===== src/design/pip_pkg.sv =====
`default_nettype none

package pip_pkg;

  // Store and coordinate sizing
  localparam int MAX_VERTICES  = 64;
  localparam int COORD_BITS    = 20;
  localparam int IDX_W         = (MAX_VERTICES > 1) ? $clog2(MAX_VERTICES) : 1;
  localparam int CNT_W         = $clog2(MAX_VERTICES + 1);
  localparam int ACTION_W      = 2;
  localparam int COUNT_FIELD_W = 7;
  // Signed differences carry one extra bit, products twice that
  localparam int DIFF_W        = COORD_BITS + 1;
  localparam int PROD_W        = 2 * DIFF_W;
  localparam int MIN_VERTICES  = 3;

  typedef enum logic [ACTION_W-1:0] {
    ACT_CLEAR  = 2'd0,
    ACT_APPEND = 2'd1,
    ACT_TEST   = 2'd2
  } pip_action_e;

  typedef enum logic [1:0] {
    ST_IDLE,
    ST_RUN,
    ST_DONE
  } pip_state_e;

  // Query token that walks the cell chain
  typedef struct packed {
    logic                  vld;
    logic [COORD_BITS-1:0] px;
    logic [COORD_BITS-1:0] py;
    logic [COORD_BITS-1:0] prev_x;
    logic [COORD_BITS-1:0] prev_y;
    logic                  parity;
  } pip_token_t;

  // Vertex write broadcast into the chain
  typedef struct packed {
    logic                  clr;
    logic [COORD_BITS-1:0] x;
    logic [COORD_BITS-1:0] y;
  } pip_wr_t;

endpackage

`default_nettype wire


===== src/design/pip_cell.sv =====
`default_nettype none

// One vertex of the polygon and the edge that ends at it.
// Stage 1 sorts the edge ends and forms differences, stage 2 does the
// cross-product sign test and folds the hit into the token parity.
module pip_cell import pip_pkg::*; (
  input  logic       clk_i,
  input  logic       rst_ni,
  input  logic       wr_en_i,
  input  pip_wr_t    wr_i,
  input  pip_token_t tok_i,
  output pip_token_t tok_o
);

  logic [COORD_BITS-1:0] vx_q, vy_q;
  logic                  act_q;

  pip_token_t        tok1_q;
  logic              act1_q;
  logic              skip_q, left_q;
  logic signed [DIFF_W-1:0] sx_q, ex_q;
  logic [COORD_BITS-1:0]    sy_q, ey_q;
  pip_token_t        tok2_q;

  logic [COORD_BITS-1:0] far_x, near_x, bx, by, tx, ty;
  logic                  c_low, horiz, ypass, skip_d, left_d;
  logic signed [DIFF_W-1:0] sx_d, ex_d;
  logic signed [DIFF_W-1:0] sy_s, ey_s;
  logic signed [PROD_W-1:0] lhs, rhs;
  logic                     hit;

  // vertex storage and occupancy
  always_ff @(posedge clk_i or negedge rst_ni) begin
    if (!rst_ni) begin
      act_q <= 1'b0;
    end else if (wr_i.clr) begin
      act_q <= 1'b0;
    end else if (wr_en_i) begin
      act_q <= 1'b1;
    end
  end

  always_ff @(posedge clk_i) begin
    if (wr_en_i) begin
      vx_q <= wr_i.x;
      vy_q <= wr_i.y;
    end
  end

  // stage 1: orient the edge from its lower-y end
  always_comb begin
    horiz  = (tok_i.prev_y == vy_q);
    far_x  = (vx_q < tok_i.prev_x) ? tok_i.prev_x : vx_q;
    near_x = (vx_q < tok_i.prev_x) ? vx_q : tok_i.prev_x;
    c_low  = (vy_q < tok_i.prev_y);
    bx     = c_low ? vx_q : tok_i.prev_x;
    by     = c_low ? vy_q : tok_i.prev_y;
    tx     = c_low ? tok_i.prev_x : vx_q;
    ty     = c_low ? tok_i.prev_y : vy_q;
    ypass  = (tok_i.py >= by) && (tok_i.py < ty);
    skip_d = !act_q || horiz || (tok_i.px >= far_x) || !ypass;
    left_d = (tok_i.px < near_x);
    sx_d   = $signed({1'b0, tok_i.px}) - $signed({1'b0, bx});
    ex_d   = $signed({1'b0, tx}) - $signed({1'b0, bx});
  end

  always_ff @(posedge clk_i or negedge rst_ni) begin
    if (!rst_ni) begin
      tok1_q <= '0;
    end else begin
      tok1_q <= tok_i;
    end
  end

  always_ff @(posedge clk_i) begin
    act1_q <= act_q;
    skip_q <= skip_d;
    left_q <= left_d;
    sx_q   <= sx_d;
    ex_q   <= ex_d;
    sy_q   <= tok_i.py - by;
    ey_q   <= ty - by;
  end

  // stage 2: sign of the cross product
  always_comb begin
    sy_s = $signed({1'b0, sy_q});
    ey_s = $signed({1'b0, ey_q});
    lhs  = sx_q * ey_s;
    rhs  = sy_s * ex_q;
    hit  = !skip_q && (left_q || (lhs < rhs));
  end

  always_ff @(posedge clk_i or negedge rst_ni) begin
    if (!rst_ni) begin
      tok2_q <= '0;
    end else begin
      tok2_q.vld    <= tok1_q.vld;
      tok2_q.px     <= tok1_q.px;
      tok2_q.py     <= tok1_q.py;
      tok2_q.prev_x <= act1_q ? vx_q : tok1_q.prev_x;
      tok2_q.prev_y <= act1_q ? vy_q : tok1_q.prev_y;
      tok2_q.parity <= tok1_q.parity ^ hit;
    end
  end

  assign tok_o = tok2_q;

endmodule

`default_nettype wire


===== config.mk =====
export PLATFORM = sky130hd
export DESIGN_NAME = pip_cell
export DESIGN_NICKNAME = d
export VERILOG_FILES = /design/src/design/pip_pkg.sv /design/src/design/pip_cell.sv
export SDC_FILE = /design/constraint.sdc
export NUM_CORES = 2
export LEC_CHECK = 0
export CAP_MARGIN = 0
export CORE_UTILIZATION = 50
export DETAILED_ROUTE_END_ITERATION = 10
export DONT_BUFFER_PORTS = 1
export GPL_ROUTABILITY_DRIVEN = 1
export PLACE_DENSITY = 0.67
export SYNTH_ARGS = -nofsm -noshare
export SYNTH_HDL_FRONTEND = slang
export SYNTH_SLANG_ARGS = --single-unit

===== constraint.sdc =====
create_clock -name clk_i -period 11.7 [get_ports clk_i]
set_input_delay 0 -clock clk_i [delete_from_list [all_inputs] [get_ports clk_i]]
set_output_delay 0 -clock clk_i [all_outputs]
set_load 0.01 [all_outputs]

==> flow_metrics.tcl <==
set metrics [dict create \
    outcome "complete, no violations" \
    clockRootBuffer "clkbuf_16" \
    syn_area_um2 45400 \
    die_w_um 303 \
    grtUsageTotal 0.281 \
    cp.arrival_ns 9.84 \
    rows 110 \
    clkTransAtPathRegs_ns 0.07 \
    ys_ff_latch 290 \
    synth_area_leaders "fa_1 34%, ha_1 13%, dfrtp_1 9.1%" \
    grt-ovfl-total 0 \
    initialDrtViolationCount 1938 \
    yosys-mux-area-fraction 0.0315 \
    antenna_found_initial 24 \
    synth_top_family_by_area "adder cells" \
    synth_cells 4779 \
    core_area_um2 90000 \
    max_slew_margin 0.244 \
    cap_violations 0 \
    ant_nets 0 \
    route.detailed.drc 0 \
    synth-compound-area-share 0.0715 \
    synthXorXnorAreaFrac 0.0283 \
    clockBufferDepth 3 \
    numCtsBuffers 36 \
    synth_top_area_frac 0.343 \
    synth-edff-count 40 \
    cts_resized 0 \
    critPathLaunchType "flop" \
    crit_family "adder cells" \
    finalSetupViolations 0 \
    yosys.area_share.adder 0.472 \
    dieHeight_um 303 \
    path_max_fanout 21 \
    avgSynthCellArea_um2 9.51 \
    grt_max_degree 166 \
    io_pins 208 \
    synth.distinct_cells 79 \
    crit_path_top_delay_cell "dfxtp_1" \
    routed_wl_mm 124 \
    avgRoutedWirePerCell_um 20.6 \
    rsz0062_at_grt "no" \
    synth-simple-area-share 0.146 \
    synth_fp_nets 6153 \
    path_class "reg -> reg" \
    tritoncts "yes" \
    clk_latency_ns 0.59 \
    synth.most_common_cell "inv_1" \
    fin_setup_tns_ns 0 \
    cp-end-kind "flop" \
    critPathMaxStageDelay_ns 0.77 \
    path_buf_inv 6 \
    numClockSinks 290 \
    hpwl_mm 93.9 \
    fill_cells 7983 \
    slew_violations 0 \
    synth_top_area_cell "fa_1" \
    ys_seq_area_frac 0.155 \
    drive_gt1_frac 0.0330 \
    cp.required_ns 12.17 \
    worst_hold_path_type "in -> reg" \
    min_period_ns 9.37 \
    grt_pass1_vias 34600 \
    routed_via_density 5.48 \
    drtPass1Iterations 5 \
    design.die.area_um2 92100 \
    synth_ff_type "dfrtp_1" \
    start_util 0.505 \
    synth_common_cells "957 x inv_1, 779 x fa_1, 483 x nand2_1" \
    cts_setup_buffers 0 \
    vias 33000 \
    portBuffers 0 \
    h-tree-depth 2 \
    fin_crit_sh 0.801 \
    async_reset_ff_frac 0.569 \
    clock_skew_ns 0.0268 \
    grt_pass1_wl_mm 197 \
    fin_nets 6158 \
    fmax_ghz 0.107 \
    finalHoldViolations 0 \
    synth_warnings 0 \
    tightest_slew_ns 1.13 \
    area.growth.synth_to_final_pct 7.96 \
    place_congestion 0.967 \
    rrSetupSlack_ns 2.33 \
    crit_top_cell "fa_1" \
]
final cells by class:
cell class	instances	area [µm²]	area share
clock inverters	27	337	0.00686
inverters	957	3590	0.0732
clock buffers	39	933	0.0190
multi-input cells	3340	34100	0.695
diodes	21	52.6	0.00107
repair buffers	159	1560	0.0317
well taps	1176	1470	0.0300
flip-flops and latches	290	7030	0.143
registers in the layout, summed over array words and instances, names as in the netlist:
name    cells
act1_q      1
act_q       1
ex_q       21
ey_q       20
left_q      1
skip_q      1
sx_q       21
sy_q       20
tok1_q     82
tok_o      82
vx_q       20
vy_q       20
worst register-to-register path: cells and delay by family (launching register included):
| kind | cells | cell delay (ns) |
|---|---|---|
| XOR/XNOR | 1 | 0.14 |
| adder cells (fa/ha/maj) | 9 | 3.94 |
| AND/OR/NAND/NOR | 10 | 1.65 |
| buffers and inverters | 6 | 0.30 |
| AO/OA/AOI/OAI | 11 | 2.45 |
| flip-flops | 1 | 0.77 |
worst paths after layout:
check | startpoint | to | cells after the start
setup / recovery | ey_q[3] | tok_o[0] | 37
hold / removal | tok_i[34] | sx_q[13] | 3
setup reg to reg | ey_q[3] | tok_o[0] | 37
hold reg to reg | tok1_q[57] | tok_o[57] | 0
max in group asynchronous | rst_ni | tok1_q[51] | 2
min in group asynchronous | rst_ni | tok_o[58] | 2
metal layers:
layer / global-route usage / vias to the layer above / share of wire
met3: 0.0500 / 246 / 0.075
li1: - / 14800 / -
met5: 0 / - / 0.0010
met4: 0.104 / 18 / 0.038
met2: 0.460 / 1130 / 0.47
met1: 0.373 / 16700 / 0.41
layout by cell type (no fill, tap or decap), types with 10 or more instances in the layout:
master         netlist  layout
a21o_1              73      73
nand4_1             36      36
nand2b_1            49      49
nand2_1            483     483
inv_1              957     957
xor2_1              52      52
a21boi_0            14      14
o21ai_1             14      14
dfxtp_1             85      84
o21bai_1            17      17
nand3_1             35      35
clkbuf_16            0      37
o21a_1              19      19
nor2b_1             61      60
nor2_1             103     103
mux2i_1             92      92
o21ai_0             86      86
a21oi_1            172     172
diode_2              0      21
xnor2_1             95      95
or3_1               11      11
a31oi_1             10      10
mux2_2              43      43
o211ai_1            12      12
fa_1               779     779
dlygate4sd3_1        0     129
and2_1             458     458
edfxtp_1            40      40
nor3_1              31      31
ha_1               469     469
buf_4                1      28
dfrtp_1            165     165
metrics by stage:
step	setup slack [ns]	hold WS (ns)	utilization	instance area [µm²]	std cells
floorplan	3.59	-0.296	-	45400	4779
global placement	2.52	-0.292	0.515	46400	5791
detailed placement	2.44	-0.292	0.515	46400	5791
CTS	2.41	0.0000495	0.545	49000	5988
global route	1.63	0.0136	0.545	49000	6002
finish	2.33	0.00389	0.545	49100	6009
repair_timing:
item                                    in CTS  in global routing
endpoints found under the setup margin       0                  0
hold buffers                               131                  0
hold endpoints to repair                   411                  0
cells by family after synthesis:
family          Yosys count
flops                   290
compound gates          503
xor+xnor                147
fa+ha+maj              1248
mux                     137
simple gates           1305
buf+inv                1149
Power is left out: the tool's default activity adds up to more than one toggle a clock period on the data nets, which glitch-free logic cannot reach.
